--- src/hdl/ihp_pkg.sv ---
// Shared types and constants for the IPv4 header parser.
package ihp_pkg;

	// Field types used on the channels and inside the parser.
	typedef logic [7:0]  octet_t;
	typedef logic [15:0] word16_t;
	typedef logic [31:0] addr_t;
	typedef logic [5:0]  hdr_pos_t;

	// Header format constants.
	localparam logic [3:0]  IPV4_VERSION      = 4'd4;
	localparam logic [3:0]  MIN_IHL           = 4'd5;
	localparam hdr_pos_t    DEFAULT_HDR_BYTES = 6'd20;
	localparam word16_t     SUM_ALL_ONES      = 16'hffff;
	localparam int unsigned DF_BIT            = 6;
	localparam int unsigned MF_BIT            = 5;

	// Byte positions of the fixed header fields.
	localparam hdr_pos_t POS_TOS       = 6'd1;
	localparam hdr_pos_t POS_TOTAL_HI  = 6'd2;
	localparam hdr_pos_t POS_TOTAL_LO  = 6'd3;
	localparam hdr_pos_t POS_IDENT_HI  = 6'd4;
	localparam hdr_pos_t POS_IDENT_LO  = 6'd5;
	localparam hdr_pos_t POS_FLAGS     = 6'd6;
	localparam hdr_pos_t POS_FRAG_LO   = 6'd7;
	localparam hdr_pos_t POS_TTL       = 6'd8;
	localparam hdr_pos_t POS_PROTO     = 6'd9;
	localparam hdr_pos_t POS_SRC_FIRST = 6'd12;
	localparam hdr_pos_t POS_SRC_LAST  = 6'd15;
	localparam hdr_pos_t POS_DST_FIRST = 6'd16;
	localparam hdr_pos_t POS_DST_LAST  = 6'd19;

endpackage

--- src/hdl/ihp_if.sv ---
// Channel interfaces: the byte stream in and the parsed header result out.
interface ihp_byte_if;
	import ihp_pkg::*;

	logic   valid;
	logic   ready;
	octet_t data_byte;
	logic   first_byte;

	modport source (output valid, output data_byte, output first_byte, input ready);
	modport sink (input valid, input data_byte, input first_byte, output ready);
endinterface

interface ihp_result_if;
	import ihp_pkg::*;

	logic    valid;
	logic    ready;
	octet_t  type_of_service;
	word16_t payload_length;
	word16_t ident;
	logic    df_flag;
	logic    mf_flag;
	word16_t fragment_offset_bytes;
	octet_t  time_to_live;
	octet_t  protocol_number;
	addr_t   source_address;
	addr_t   destination_address;
	logic    checksum_good;
	logic    header_error;

	modport source (
		output valid, output type_of_service, output payload_length, output ident,
		output df_flag, output mf_flag, output fragment_offset_bytes,
		output time_to_live, output protocol_number, output source_address,
		output destination_address, output checksum_good, output header_error,
		input ready
	);
	modport sink (
		input valid, input type_of_service, input payload_length, input ident,
		input df_flag, input mf_flag, input fragment_offset_bytes,
		input time_to_live, input protocol_number, input source_address,
		input destination_address, input checksum_good, input header_error,
		output ready
	);
endinterface

--- src/hdl/ipv4_header_parser.sv ---
// Top level of the IPv4 header parser with header checksum check.
//
// Usage:
//   The in channel carries one header byte per transaction, in network order;
//   first_byte marks the version/IHL byte that opens a header. A first byte in
//   the middle of a header drops the unfinished one and restarts. Bytes not
//   marked first while no header is open, and bytes after the header, are
//   dropped. The out channel gives one transaction per completed header, on its
//   last byte (IHL*4 bytes, or 20 when the version or IHL is bad).
//   checksum_enable is a one-bit register written with cfg_we/cfg_wdata; it is
//   sampled when the result is formed and must only change while idle.
// Timing:
//   A byte is registered in the input stage on acceptance and processed from
//   there into the parse state; a result is registered on its last byte. One
//   byte is accepted every cycle while no result waits on a stalled receiver;
//   the only limit is the single result register.
// Reset and stalls:
//   arst_n clears the valid flags, the parse control state and checksum_enable.
//   While the receiver holds out.ready low with a result pending, the input
//   stage stops once it is full, and in.ready falls until the result is taken.
module ipv4_header_parser (
	input  logic        clk,
	input  logic        arst_n,
	input  logic        cfg_we,
	input  logic        cfg_wdata,
	ihp_byte_if.sink    in,
	ihp_result_if.source out
);
	import ihp_pkg::*;

	// Input stage registers.
	logic   valid_s1;
	octet_t byte_s1;
	logic   first_s1;
	logic   advance;

	// Parse state.
	logic     cksum_en_q;
	logic     parsing_q;
	hdr_pos_t pos_q;
	hdr_pos_t hdr_q;
	logic     err_q;
	word16_t  sum_q;
	octet_t   hold_q;

	// Captured header fields.
	octet_t  tos_q;
	word16_t total_q;
	word16_t ident_q;
	octet_t  flags_q;
	octet_t  frag_lo_q;
	octet_t  ttl_q;
	octet_t  proto_q;
	addr_t   src_q;
	addr_t   dst_q;

	// Next values of the parse state and fields.
	logic     active;
	logic     last;
	hdr_pos_t pos;
	hdr_pos_t hdr_len;
	logic     err;
	word16_t  sum_d;
	octet_t   hold_d;
	logic [16:0] sum_wide;
	octet_t  tos_d;
	word16_t total_d;
	word16_t ident_d;
	octet_t  flags_d;
	octet_t  frag_lo_d;
	octet_t  ttl_d;
	octet_t  proto_d;
	addr_t   src_d;
	addr_t   dst_d;
	logic    bad_first;

	// Result register.
	logic out_valid_q;

	// Handshake: the input stage moves when the result register can take a value.
	assign advance  = valid_s1 && (!out_valid_q || out.ready);
	assign in.ready = !valid_s1 || advance;

	// Input stage.
	always_ff @(posedge clk or negedge arst_n) begin
		if (!arst_n) begin
			valid_s1 <= 1'b0;
		end else if (in.ready) begin
			valid_s1 <= in.valid;
		end
	end

	always_ff @(posedge clk) begin
		if (in.valid && in.ready) begin
			byte_s1  <= in.data_byte;
			first_s1 <= in.first_byte;
		end
	end

	// Configuration register.
	always_ff @(posedge clk or negedge arst_n) begin
		if (!arst_n) begin
			cksum_en_q <= 1'b0;
		end else if (cfg_we) begin
			cksum_en_q <= cfg_wdata;
		end
	end

	// Header start decode and position tracking.
	assign bad_first = (byte_s1[7:4] != IPV4_VERSION) || (byte_s1[3:0] < MIN_IHL);
	assign active    = first_s1 || parsing_q;
	assign pos       = first_s1 ? '0 : pos_q;
	assign err       = first_s1 ? bad_first : err_q;
	assign hdr_len   = !first_s1 ? hdr_q :
		(bad_first ? DEFAULT_HDR_BYTES : {byte_s1[3:0], 2'b00});
	assign last      = active && ((pos + 6'd1) == hdr_len);

	// Ones' complement sum with end-around carry, one 16-bit word per odd byte.
	always_comb begin
		sum_d    = first_s1 ? '0 : sum_q;
		hold_d   = hold_q;
		sum_wide = '0;
		if (pos[0]) begin
			sum_wide = {1'b0, sum_d} + {1'b0, hold_q, byte_s1};
			sum_d    = sum_wide[15:0] + {15'd0, sum_wide[16]};
		end else begin
			hold_d = byte_s1;
		end
	end

	// Field capture by byte position.
	always_comb begin
		tos_d     = tos_q;
		total_d   = total_q;
		ident_d   = ident_q;
		flags_d   = flags_q;
		frag_lo_d = frag_lo_q;
		ttl_d     = ttl_q;
		proto_d   = proto_q;
		src_d     = src_q;
		dst_d     = dst_q;
		priority if (pos == POS_TOS) begin
			tos_d = byte_s1;
		end else if (pos == POS_TOTAL_HI) begin
			total_d[15:8] = byte_s1;
		end else if (pos == POS_TOTAL_LO) begin
			total_d[7:0] = byte_s1;
		end else if (pos == POS_IDENT_HI) begin
			ident_d[15:8] = byte_s1;
		end else if (pos == POS_IDENT_LO) begin
			ident_d[7:0] = byte_s1;
		end else if (pos == POS_FLAGS) begin
			flags_d = byte_s1;
		end else if (pos == POS_FRAG_LO) begin
			frag_lo_d = byte_s1;
		end else if (pos == POS_TTL) begin
			ttl_d = byte_s1;
		end else if (pos == POS_PROTO) begin
			proto_d = byte_s1;
		end else if (pos >= POS_SRC_FIRST && pos <= POS_SRC_LAST) begin
			src_d = {src_q[23:0], byte_s1};
		end else if (pos >= POS_DST_FIRST && pos <= POS_DST_LAST) begin
			dst_d = {dst_q[23:0], byte_s1};
		end else begin
			tos_d = tos_q;
		end
	end

	// Parse control state.
	always_ff @(posedge clk or negedge arst_n) begin
		if (!arst_n) begin
			parsing_q <= 1'b0;
			pos_q     <= '0;
			hdr_q     <= DEFAULT_HDR_BYTES;
			err_q     <= 1'b0;
		end else if (advance && active) begin
			parsing_q <= !last;
			pos_q     <= pos + 6'd1;
			hdr_q     <= hdr_len;
			err_q     <= err;
		end
	end

	// Sum and field registers.
	always_ff @(posedge clk) begin
		if (advance && active) begin
			sum_q     <= sum_d;
			hold_q    <= hold_d;
			tos_q     <= tos_d;
			total_q   <= total_d;
			ident_q   <= ident_d;
			flags_q   <= flags_d;
			frag_lo_q <= frag_lo_d;
			ttl_q     <= ttl_d;
			proto_q   <= proto_d;
			src_q     <= src_d;
			dst_q     <= dst_d;
		end
	end

	// Result valid flag.
	always_ff @(posedge clk or negedge arst_n) begin
		if (!arst_n) begin
			out_valid_q <= 1'b0;
		end else if (advance) begin
			out_valid_q <= last;
		end else if (out.ready) begin
			out_valid_q <= 1'b0;
		end
	end

	// Result payload, formed from the next field values on the last byte.
	always_ff @(posedge clk) begin
		if (advance && last) begin
			out.type_of_service       <= tos_d;
			out.payload_length        <= total_d - {10'd0, hdr_len};
			out.ident                 <= ident_d;
			out.df_flag               <= flags_d[DF_BIT];
			out.mf_flag               <= flags_d[MF_BIT];
			out.fragment_offset_bytes <= {flags_d[4:0], frag_lo_d, 3'b000};
			out.time_to_live          <= ttl_d;
			out.protocol_number       <= proto_d;
			out.source_address        <= src_d;
			out.destination_address   <= dst_d;
			out.checksum_good         <= !cksum_en_q || (sum_d == SUM_ALL_ONES);
			out.header_error          <= err;
		end
	end

	assign out.valid = out_valid_q;

`ifndef SYNTHESIS
	// An open header never runs past its length.
	assert property (@(posedge clk) disable iff (!arst_n)
		parsing_q |-> (pos_q < hdr_q))
		else $error("parse position beyond header length");

	// Header length is a whole number of words, at least the fixed header.
	assert property (@(posedge clk) disable iff (!arst_n)
		(hdr_q[1:0] == 2'b00) && (hdr_q >= DEFAULT_HDR_BYTES))
		else $error("header length out of range");

	// Input backpressure only comes from a full input stage behind a stalled result.
	assert property (@(posedge clk) disable iff (!arst_n)
		!in.ready |-> (valid_s1 && out_valid_q && !out.ready))
		else $error("input stalled without cause");

	// A new result follows the processing of a last header byte.
	assert property (@(posedge clk) disable iff (!arst_n)
		$rose(out.valid) |-> $past(advance && last))
		else $error("result without a completed header");
`endif

endmodule

--- src/flat_wrapper.sv ---
// flat-port wrapper written by rule: the top's interface ports become plain ports
module ipv4_header_parser_flat import ihp_pkg::*;
  (clk, arst_n, cfg_we, cfg_wdata, in_valid, in_data_byte, in_first_byte, in_ready, out_valid, out_type_of_service, out_payload_length, out_ident, out_df_flag, out_mf_flag, out_fragment_offset_bytes, out_time_to_live, out_protocol_number, out_source_address, out_destination_address, out_checksum_good, out_header_error, out_ready);
  ihp_byte_if in_i ();
  ihp_result_if out_i ();
  input  logic clk;
  input  logic arst_n;
  input  logic cfg_we;
  input  logic cfg_wdata;
  input wire logic [$bits(in_i.valid)-1:0] in_valid;
  input wire logic [$bits(in_i.data_byte)-1:0] in_data_byte;
  input wire logic [$bits(in_i.first_byte)-1:0] in_first_byte;
  output wire logic [$bits(in_i.ready)-1:0] in_ready;
  output wire logic [$bits(out_i.valid)-1:0] out_valid;
  output wire logic [$bits(out_i.type_of_service)-1:0] out_type_of_service;
  output wire logic [$bits(out_i.payload_length)-1:0] out_payload_length;
  output wire logic [$bits(out_i.ident)-1:0] out_ident;
  output wire logic [$bits(out_i.df_flag)-1:0] out_df_flag;
  output wire logic [$bits(out_i.mf_flag)-1:0] out_mf_flag;
  output wire logic [$bits(out_i.fragment_offset_bytes)-1:0] out_fragment_offset_bytes;
  output wire logic [$bits(out_i.time_to_live)-1:0] out_time_to_live;
  output wire logic [$bits(out_i.protocol_number)-1:0] out_protocol_number;
  output wire logic [$bits(out_i.source_address)-1:0] out_source_address;
  output wire logic [$bits(out_i.destination_address)-1:0] out_destination_address;
  output wire logic [$bits(out_i.checksum_good)-1:0] out_checksum_good;
  output wire logic [$bits(out_i.header_error)-1:0] out_header_error;
  input wire logic [$bits(out_i.ready)-1:0] out_ready;
  assign in_i.valid = in_valid;
  assign in_i.data_byte = in_data_byte;
  assign in_i.first_byte = in_first_byte;
  assign in_ready = in_i.ready;
  assign out_valid = out_i.valid;
  assign out_type_of_service = out_i.type_of_service;
  assign out_payload_length = out_i.payload_length;
  assign out_ident = out_i.ident;
  assign out_df_flag = out_i.df_flag;
  assign out_mf_flag = out_i.mf_flag;
  assign out_fragment_offset_bytes = out_i.fragment_offset_bytes;
  assign out_time_to_live = out_i.time_to_live;
  assign out_protocol_number = out_i.protocol_number;
  assign out_source_address = out_i.source_address;
  assign out_destination_address = out_i.destination_address;
  assign out_checksum_good = out_i.checksum_good;
  assign out_header_error = out_i.header_error;
  assign out_i.ready = out_ready;
  ipv4_header_parser u_core (.clk(clk), .arst_n(arst_n), .cfg_we(cfg_we), .cfg_wdata(cfg_wdata), .in(in_i), .out(out_i));
endmodule
--- config.mk ---
export PLATFORM = sky130hd
export DESIGN_NAME = ipv4_header_parser_flat
export DESIGN_NICKNAME = d
export VERILOG_FILES = /design/src/hdl/ihp_pkg.sv /design/src/hdl/ihp_if.sv /design/src/hdl/ipv4_header_parser.sv /design/src/flat_wrapper.sv
export SDC_FILE = /design/constraint.sdc
export NUM_CORES = 1
export LEC_CHECK = 0
export ABC_AREA = 1
export BUFFER_PORTS_ARGS = -buffer_cell sky130_fd_sc_hd__buf_2
export CORE_ASPECT_RATIO = 1.4
export CORE_MARGIN = 5
export CORE_UTILIZATION = 59
export CTS_BUF_LIST = sky130_fd_sc_hd__clkbuf_16
export CTS_CLUSTER_DIAMETER = 100
export DETAILED_ROUTE_END_ITERATION = 16
export HOLD_SLACK_MARGIN = 0.06
export PLACE_DENSITY = 0.81
export SKIP_LAST_GASP = 1
export SLEW_MARGIN = 10
export SYNTH_ARGS = -nofsm -noshare
export SYNTH_HDL_FRONTEND = slang
export SYNTH_SLANG_ARGS = --single-unit
--- constraint.sdc ---
create_clock -name clk -period 17.2 [get_ports clk]
set_input_delay 2.58 -clock clk [delete_from_list [all_inputs] [get_ports clk]]
set_output_delay 2.58 -clock clk [all_outputs]
set_load 0.1 [all_outputs]
==> flow_summary.toml, run 1 <==
[clock_network]
clock-sinks = 322
cts.path.max_buffers = 3
worst_skew_pair.late_latency_ns = 0.55
cts_tree = "done"
hold_buffers = 0
cts_setup_buffers = 0
cts-root-buf = "clkbuf_16"
cts_resized = 0
numCtsBuffers = 28
clk_pin_slew_ns = 0.07
htree_levels = 1

[cells_and_area]
n_antenna_cell = 0
area_growth_pct = 14.19
fillCellCount = 1602
drive_gt1_share_pct = 22.51
final_nets = 1364

[setup_path]
worstReg2RegEnd = "u_core.out.payload_length[14]"
crit_top_cell = "buf_2"
critPathCaptureType = "primary output"
max_stage_delay_ns = 0.43
cp_slowest_cell = "buf_2"
r2r_start = "u_core.pos_q[0]"
critPathKind = "primary input to primary output"
cp_top_family = "buffers and inverters"
r2r_setup_slack_ns = 12.25
worstPathArrival_ns = 3.23
path_max_fanout = 3
crit_buf_inv = 2
crit_path_cell_trace = "buf_2, nor2_1, nand2_1, buf_2"
r2r_cells = 22
required_ns = 14.62
cp-start-kind = "primary input"

[power]
power_switching_w = 0.0004365
p_per_area_mw_per_mm2 = 110.3
pwr-share-seq_pct = 52.5
pwr-share-comb_pct = 11.5
p_leak_nw = 6.247
clockPowerShare_pct = 36.0
p_int_w = 0.001332
ir_worst_vdd_mv = 0.07886
total_power_w = 0.001769
swShare_pct = 24.68

[route]
first_pass_iters = 7
postRouteAntennaNets = 0
avgViaCountPerCell = 5.576
drcViolationCount = 0
num_vias = 9212
first_iter_violations = 726
routedWlPerCell_um = 18.91
drt-total-wl_mm = 31.24

[floorplan]
die-area_mm2 = 0.02704
die_y_um = 192.6
start_util_pct = 60.11
die_w_um = 140.4
coreArea_mm2 = 0.02337
rows = 66
num_io_pins = 157

[synth]
synth_edf_count = 305
ys.flop_type = "edfxtp_1"
ys_seq_area_share_pct = 68.24
synth.area.top_cells = "edfxtp_1, nand2_1, o21ai_0, mux2_2, inv_1"
ys_types = 48
yosysWarnings = 0
synth-seq-cells = 322
synth_top_area_cell = "edfxtp_1"
synth_commonest_cells = "edfxtp_1, nand2_1, inv_1"
syn_inst = 1167
syn_area_per_cell_um2 = 12.04
async_flop_share_pct = 5.280
netlist_area_mm2 = 0.01405
yosysMostFrequentCell = "edfxtp_1"
synth_top_area_share_pct = 65.19

[placement]
gp_congestion = 0.8926
numPortBuffers = 153
dp.final_hpwl_mm = 21.22

[timing]
fmax_mhz = 172.1
max-slew-margin-rel_pct = 29.77
drv_slew = 0
rsz0062_at_grt = "false"
setup_viol = 0
min_period_ns = 5.811
final_hold_viol_count = 0
worst_slew_pin_slew_ns = 1.053
skew_ns = 0.02984
fin_setup_tns_ns = 0
period_share_pct = 33.79

[min_path]
min_from = "u_core.hdr_q[1]"
min_path_type = "register to register"
holdPathStages = 2
hold_end = "u_core.hdr_q[1]"

[global_routing]
grt_usage_pct = 22.72
antenna_found_initial = 0
grt_pass1_vias = 9064
grt_pass1_wl_mm = 48.27
grt_max_degree = 95
overflow = 0

[flow_run]
maxCapViolCount = 0

[status]
status = "completed"
per-stage QoR:
stage	hold WS, ns	instance area [um^2]	setup WS, ns	std cells	util [%]
CTS	0.4753	16040	11.39	1652	68.64
floorplan	0.4365	14060	3.652	1169	-
detailed placement	0.4591	15110	11.18	1600	64.64
global placement	0.4500	15110	11.38	1600	64.64
global route	0.5224	16040	11.36	1652	68.64
finish	0.4737	16040	11.39	1652	68.64
logic make-up after synthesis:
logic type               synth area share (%)
XOR/XNOR                                1.247
multiplexers                            3.607
AND/OR/NAND/NOR                         13.90
adder cells (fa/ha/maj)                 2.333
other                                 0.02669
buffers and inverters                   4.569
AO/OA/AOI/OAI                           6.074
flip-flops                              68.24
worst max path at each step:
stage | depth (start not counted) | slack (ns) | end | from
floorplan | 7 | 3.65 | u_core.out.valid | out_ready
global placement | 10 | 11.38 | u_core.out.fragment_offset_bytes[7] | out_ready
detailed placement | 10 | 11.18 | u_core.out.checksum_good | out_ready
CTS | 4 | 11.39 | in_ready | out_ready
global route | 4 | 11.36 | in_ready | out_ready
finish | 4 | 11.39 | in_ready | out_ready
metal layers:
metal  up-vias  GRT usage, %  share of wire [%]
li1       4351             -                  -
met1      4418         27.70                 37
met2       379         41.96                 53
met3        64         2.256                6.6
met4         0         8.277                3.4
met5         -             0                  0
layout make-up:
class                   count  area, um^2  area share [%]
inverters                 124       478.0           2.979
well taps                 306       382.9           2.387
clock buffers              29       725.7           4.524
clock inverters            23       210.2           1.310
multi-input cells         687        3832           23.89
repair buffers            161       825.8           5.148
flip-flops and latches    322        9587           59.76
registers in the layout, indices dropped and copies added (netlist names), 16 cells and up:
register                        flops
u_core.dst_q                       32
u_core.total_q                     16
u_core.out.source_address          32
u_core.out.ident                   16
u_core.sum_q                       16
u_core.out.payload_length          16
u_core.src_q                       32
u_core.out.destination_address     32
u_core.ident_q                     16
worst min-delay path, stage by stage (launching register included):
cell and delay (ns):
dfrtp_1 0.34, nand2_1 0.06, inv_1 0.04
cell usage in the layout (no fill, tap or decap), types with 3 or more instances in the layout:
cell       netlist  layout
clkinv_2         0       4
clkbuf_16        0      29
inv_1          119     123
o22ai_1          5       5
o21ai_2          4       4
nand4_1         15      15
bufinv_16        0       4
nor2_1          61      61
nand3_1         48      48
nor2_4           3       3
a21oi_1         26      26
xnor2_1          5       5
nor3_2           3       4
nand3_2          7       7
o21bai_1         5       5
nor2_2           8       8
mux2_2          45      45
conb_1           1       3
ha_1            23      23
buf_2            3     153
o21ai_1          3       4
buf_4            3       8
inv_2            4       4
dfrtp_1         15      15
nand2_2         15      15
o21ai_0        107     106
nor3_1           6       5
xor2_1          15      15
clkinv_1         0       7
nand2_1        260     260
edfxtp_1       305     305
power groups by stage:
stage / logic, W / registers [W] / clock network (W)
final: 0.000204 / 0.000928 / 0.000636
after global routing: 0.000228 / 0.000930 / 0.000675
after CTS: 0.000203 / 0.000928 / 0.000641
after detailed placement: 0.000201 / 0.000944 / 0
after global placement: 0.000194 / 0.000942 / 0
after floorplan: 0.000144 / 0.000952 / 0
No activity file was read; power rests on OpenSTA's default activity.
==> inputs of run 2 (changes only) <==
==> constraint.sdc (replaced) <==
create_clock -name clk -period 5.7 [get_ports clk]
set_input_delay 0.855 -clock clk [delete_from_list [all_inputs] [get_ports clk]]
set_output_delay 0.855 -clock clk [all_outputs]
set_load 0.1 [all_outputs]
==> run 2 against run 1 <==
  * Power rose to 3.0 times the previous value
  * Worst setup slack got worse by 10 ns
  * Hold slack got worse by 0.20 ns
==> flow_summary.toml, run 2 (synthesis gave the netlist of run 1 again) <==
[placement]
placed_area_mm2 = 0.01516
gp_congestion = 0.9121
numPortBuffers = 153
dp.final_hpwl_mm = 22.06

[cells_and_area]
final_nets = 1364
n_antenna_cell = 0
fillCellCount = 1645
layout_commonest_cell = "edfxtp_1"
area_growth_pct = 14.25
final_area_mm2 = 0.01605
final_cell_mix = "edfxtp_1, nand2_1, buf_2"
drive_gt1_share_pct = 23.07

[setup_path]
max_stage_delay_ns = 0.42
crit_top_cell = "inv_1"
crit_path_cell_trace = "inv_1, nor2_4, inv_1, ha_1, inv_1, nor2_2, nor2_2, nand2_2, o21ai_0, ha_1, inv_1, fa_1, nand2_1, nand2_1, a21oi_1, nor2_1, o21a_1, nor4_4, nand3_1, nor3_2, nand2_1, xor2_1"
worstPathArrival_ns = 4.79
cp_top_family = "simple AND/OR/NAND/NOR gates"
cp-start-kind = "register"
required_ns = 5.98
critPathCaptureType = "register"
path_max_fanout = 16
cp_slowest_cell = "fa_1"
crit_buf_inv = 4
critPathKind = "register to register"

[clock_network]
numCtsBuffers = 27
cts_tree = "done"
cts-root-buf = "clkbuf_16"
cts.path.max_buffers = 3
hold_buffers = 0
worst_skew_pair.late_latency_ns = 0.53
cts_resized = 0
clock-sinks = 322
clk_pin_slew_ns = 0.07
cts_setup_buffers = 0
htree_levels = 1

[power]
power_switching_w = 0.001326
pwr-share-comb_pct = 12.0
pwr-share-seq_pct = 52.9
ir_worst_vdd_mv = 0.3517
total_power_w = 0.005298
p_int_w = 0.003973
clockPowerShare_pct = 35.1
p_per_area_mw_per_mm2 = 330.1
p_leak_nw = 6.230
swShare_pct = 25.02

[global_routing]
antenna_found_initial = 0
grt_pass1_vias = 9206
overflow = 0
grt_max_degree = 129
grt_usage_pct = 23.10
grt_pass1_wl_mm = 49.25

[route]
first_pass_iters = 5
routedWlPerCell_um = 19.31
postRouteAntennaNets = 0
first_iter_violations = 938
drcViolationCount = 0
drt-total-wl_mm = 31.86
avgViaCountPerCell = 5.576
num_vias = 9200

[timing]
max-slew-margin-rel_pct = 21.95
setup_viol = 0
fmax_mhz = 221.4
min_period_ns = 4.516
skew_ns = 0.01676
fin_setup_tns_ns = 0
period_share_pct = 79.23
drv_slew = 0
rsz0062_at_grt = "false"
final_hold_viol_count = 0
worst_slew_pin_slew_ns = 1.171

[floorplan]
num_io_pins = 157
coreArea_mm2 = 0.02337
die_y_um = 192.6
die_w_um = 140.4
start_util_pct = 60.11
rows = 66
die-area_mm2 = 0.02704

[status]
status = "completed"

[flow_run]
maxCapViolCount = 0

[min_path]
min_path_type = "primary input to async pin"
-- run 2: worst paths after layout --
kind | slack, ns | cells past startpoint | start | to
max in group asynchronous | 5.08 | 1 | arst_n | u_core.hdr_q[4]
hold reg to reg | 0.48 | 2 | u_core.hdr_q[1] | u_core.hdr_q[1]
hold / removal | 0.27 | 1 | arst_n | u_core.valid_s1
setup reg to reg | 1.18 | 22 | u_core.pos_q[0] | u_core.out.payload_length[14]
setup / recovery | 1.18 | 22 | u_core.pos_q[0] | u_core.out.payload_length[14]
min in group clk | 0.48 | 2 | u_core.hdr_q[1] | u_core.hdr_q[1]
-- run 2: routing by layer --
| metal | vias to the layer above | track usage (%) | wire length, um |
|---|---|---|---|
| li1 | 4345 | - | - |
| met1 | 4419 | 26.88 | 11710 |
| met2 | 368 | 43.53 | 17000 |
| met4 | 0 | 9.060 | 1193 |
| met3 | 68 | 2.553 | 1960 |
| met5 | - | 0 | 0 |
-- run 2: power by group through the flow --
| stage | clock network [W] | logic, W | registers [W] |
|---|---|---|---|
| floorplan | 0 | 0.000443 | 0.00287 |
| global placement | 0 | 0.000611 | 0.00284 |
| detailed placement | 0 | 0.000632 | 0.00285 |
| CTS | 0.00188 | 0.000637 | 0.00280 |
| global route | 0.00198 | 0.000707 | 0.00281 |
| finish | 0.00186 | 0.000638 | 0.00280 |
-- run 2: metrics by stage --
step,setup slack (ns),utilization [%],hold slack [ns],std cells
detailed placement,1.247,64.87,0.4605,1601
floorplan,0.0005054,-,0.4365,1169
global placement,1.436,64.87,0.4599,1601
CTS,1.203,68.68,0.2688,1650
global route,0.7538,68.68,0.2858,1650
finish,1.184,68.68,0.2687,1650
-- run 2: area by class of cell --
cell class              count  area [um^2]  share of cell area (%)
flip-flops and latches    322         9587                   59.73
multi-input cells         687         3866                   24.09
repair buffers            162        845.8                   5.270
clock buffers              27        675.6                   4.210
inverters                 124        478.0                   2.978
well taps                 306        382.9                   2.385
clock inverters            22        215.2                   1.341
==> inputs of run 3 (changes only) <==
--- a/config.mk
+++ b/config.mk
@@ -5,16 +5,16 @@
 export SDC_FILE = /design/constraint.sdc
 export NUM_CORES = 1
 export LEC_CHECK = 0
-export ABC_AREA = 1
+export ABC_AREA = 0
 export BUFFER_PORTS_ARGS = -buffer_cell sky130_fd_sc_hd__buf_2
 export CORE_ASPECT_RATIO = 1.4
 export CORE_MARGIN = 5
-export CORE_UTILIZATION = 59
+export CORE_UTILIZATION = 53
 export CTS_BUF_LIST = sky130_fd_sc_hd__clkbuf_16
 export CTS_CLUSTER_DIAMETER = 100
 export DETAILED_ROUTE_END_ITERATION = 16
 export HOLD_SLACK_MARGIN = 0.06
-export PLACE_DENSITY = 0.81
+export PLACE_DENSITY = 0.77
 export SKIP_LAST_GASP = 1
 export SLEW_MARGIN = 10
 export SYNTH_ARGS = -nofsm -noshare
==> constraint.sdc (replaced) <==
create_clock -name clk -period 3.9 [get_ports clk]
set_input_delay 0.585 -clock clk [delete_from_list [all_inputs] [get_ports clk]]
set_output_delay 0.585 -clock clk [all_outputs]
set_load 0.1 [all_outputs]
==> run 3 against run 2 <==
  * The flow now finishes with violations (setup timing)
  * Clock-buffer cell count rose by 4
  * Area after synthesis increased by 0.13%
  * Maximum frequency decreased by 7.0%
  * Final cell count is 4.0% lower
  * Sequential power rose by 44%
  * Flip-flop and latch count did not move
  * Global-route usage is 2.4 points lower
  * Utilization is 0.27 points lower
  * Critical path type unchanged
  * Critical endpoint is now u_core.out.checksum_good
  * Largest power group unchanged
==> flow_summary.toml, run 3 <==
[cells_and_area]
final_area_mm2 = 0.01792
layout_commonest_cell = "edfxtp_1"
fin_cells = 1584
area_growth_pct = 27.36
final_nets = 1276
drive_gt1_share_pct = 45.48
n_antenna_cell = 0
final_cell_mix = "edfxtp_1, buf_2, buf_4"

[placement]
numPortBuffers = 153
gp_congestion = 0.9246
placed_area_mm2 = 0.01625
dp.final_hpwl_mm = 21.35
place_ws_ns = -1.154
dpl.cell_count = 1496

[synth]
ys_seq_area_share_pct = 68.15
yosysMostFrequentCell = "edfxtp_1"
synth_top_area_share_pct = 65.11
synth_commonest_cells = "edfxtp_1, mux2_2, nand2_1"
netlist_area_mm2 = 0.01407
syn_inst = 932
syn_area_per_cell_um2 = 15.09
ys.flop_type = "edfxtp_1"
ys_types = 74
yosysWarnings = 0
async_flop_share_pct = 5.280
synth.area.top_cells = "edfxtp_1, mux2_2, dfrtp_1, ha_1, xnor2_1"
synth_top_area_cell = "edfxtp_1"
synth_edf_count = 305
synth-seq-cells = 322

[min_path]
holdPathStages = 1
min_from = "in_data_byte[7]"
min_path_type = "primary input to register"

[timing]
setup_viol = 23
worst_slew_pin_slew_ns = 1.029
skew_ns = 0.03047
rsz0062_at_grt = "true"
period_share_pct = 124.5
fmax_mhz = 206.0
final_hold_viol_count = 0
max-slew-margin-rel_pct = 31.14
worst_slack_ns = -0.9541
drv_slew = 0
min_period_ns = 4.854
fin_setup_tns_ns = -6.223

[setup_path]
cp_top_family = "compound AO/OA/AOI/OAI gates"
crit_path_cell_trace = "nor2b_4, ha_4, fa_2, a21o_1, maj3_2, a21oi_2, o311ai_2, a221oi_2, buf_4, o21ai_2, a21o_1, a21o_1, buf_4, ha_2, nand3_2, or3_4, and3_4, o21ai_2, mux2_4, or4b_4, nor4_4, buf_4, nand4_1, o31ai_1"
cp-start-kind = "register"
max_stage_delay_ns = 0.47
crit_start = "u_core.sum_q[0]"
worstPathArrival_ns = 5.25
critPathKind = "register to register"
r2r_cells = 24
path_max_fanout = 3
required_ns = 4.30
critPathCaptureType = "register"
r2r_start = "u_core.sum_q[0]"
crit_cells = 24
cp_slowest_cell = "or4b_4"
crit_buf_inv = 3

[floorplan]
coreArea_mm2 = 0.02619
num_io_pins = 157
start_util_pct = 53.72
die_w_um = 147.7
die_y_um = 202.8
rows = 70
die-area_mm2 = 0.02995

[power]
p_per_area_mw_per_mm2 = 464.2
p_leak_nw = 6.528
ir_worst_vdd_mv = 0.3631

[route]
drcViolationCount = 0
drt-total-wl_mm = 32.07
postRouteAntennaNets = 0
first_pass_iters = 6
first_iter_violations = 693
avgViaCountPerCell = 5.657
num_vias = 8960
routedWlPerCell_um = 20.25

[clock_network]
cts.path.max_buffers = 3
worst_skew_pair.late_latency_ns = 0.56
clk_pin_slew_ns = 0.06
clock-sinks = 322
cts_tree = "done"
htree_levels = 1
numCtsBuffers = 30
cts-root-buf = "clkbuf_16"

[global_routing]
grt_max_degree = 155
antenna_found_initial = 0
grt_usage_pct = 20.68
overflow = 0
grt_pass1_vias = 8950
grt_pass1_wl_mm = 48.67

[status]
status = "finished, violations left"
violations = "setup timing"

[flow_run]
maxCapViolCount = 0
## run 3: stage by stage
stage / util [%] / total power (W) / hold slack [ns]
finish: 68.41 / 0.008317 / 0.1952
global route: 68.41 / 0.008622 / 0.1776
global placement: 62.07 / 0.005152 / 0.4611
detailed placement: 62.07 / 0.005185 / 0.4797
CTS: 66.90 / 0.008270 / 0.1746
floorplan: - / 0.004775 / 0.2894
## run 3: power breakdown
group | leakage, nW | switching, W | internal, W
clock | 0.523 | 0.00127 | 0.00178
sequential | 2.84 | 0.0000653 | 0.00397
combinational | 3.16 | 0.000686 | 0.000549
total | 6.53 | 0.00202 | 0.00630
## run 3: routing by layer
layer | global-route usage, % | vias up | part of all wire, % | wire length, um
met1 | 25.17 | 4436 | 38 | 12300
met2 | 36.93 | 297 | 52 | 16770
met5 | 0 | - | 0 | 0
li1 | - | 4147 | - | -
met3 | 2.791 | 80 | 5.3 | 1711
met4 | 8.728 | 0 | 4.0 | 1289
## run 3: worst reg2reg max path: stages (launching register included)
cell      delay [ns]
edfxtp_1        0.39
nor2b_4         0.15
ha_4            0.17
fa_2            0.34
a21o_1          0.17
maj3_2          0.33
a21oi_2         0.15
o311ai_2        0.10
a221oi_2        0.25
buf_4           0.17
o21ai_2         0.06
a21o_1          0.19
a21o_1          0.21
buf_4           0.15
ha_2            0.17
nand3_2         0.06
or3_4           0.12
and3_4          0.17
o21ai_2         0.05
mux2_4          0.21
or4b_4          0.47
nor4_4          0.15
buf_4           0.15
nand4_1         0.08
o31ai_1         0.24
## run 3: logic make-up after synthesis
group / count (synthesis) / share of synthesized area [%]
other cells: 1 / 0.02666
compound gates: 128 / 6.226
flops: 322 / 68.15
buf+inv: 65 / 1.841
xor+xnor: 47 / 3.024
mux: 136 / 10.78
fa+ha+maj: 29 / 2.633
simple gates: 204 / 7.320
## run 3: what timing repair did
item                                    in CTS  in global routing
hold buffers                                 1                  0
pin swaps                                   33                 32
hold endpoints to repair                    15                  0
setup buffers                               11                 20
gates cloned                                 0                  1
gates resized for setup                     27                 44
endpoints found under the setup margin      24                 26
## run 3: worst paths after layout
path                       slack (ns)                  endpoint
hold / removal                   0.20         u_core.byte_s1[7]
setup reg to reg                -0.95  u_core.out.checksum_good
min in group asynchronous        0.49           u_core.hdr_q[0]
hold reg to reg                  0.49           u_core.hdr_q[5]
max in group asynchronous        3.08           u_core.hdr_q[4]
setup / recovery                -0.95  u_core.out.checksum_good
## run 3: final cells by class
cell class | count | area [um^2]
clock inverters | 25 | 271.5
well taps | 324 | 405.4
repair buffers | 311 | 2064
flip-flops and latches | 322 | 9590
clock buffers | 31 | 775.7
inverters | 24 | 93.84
multi-input cells | 547 | 4715
fillers | 1678 | 8272
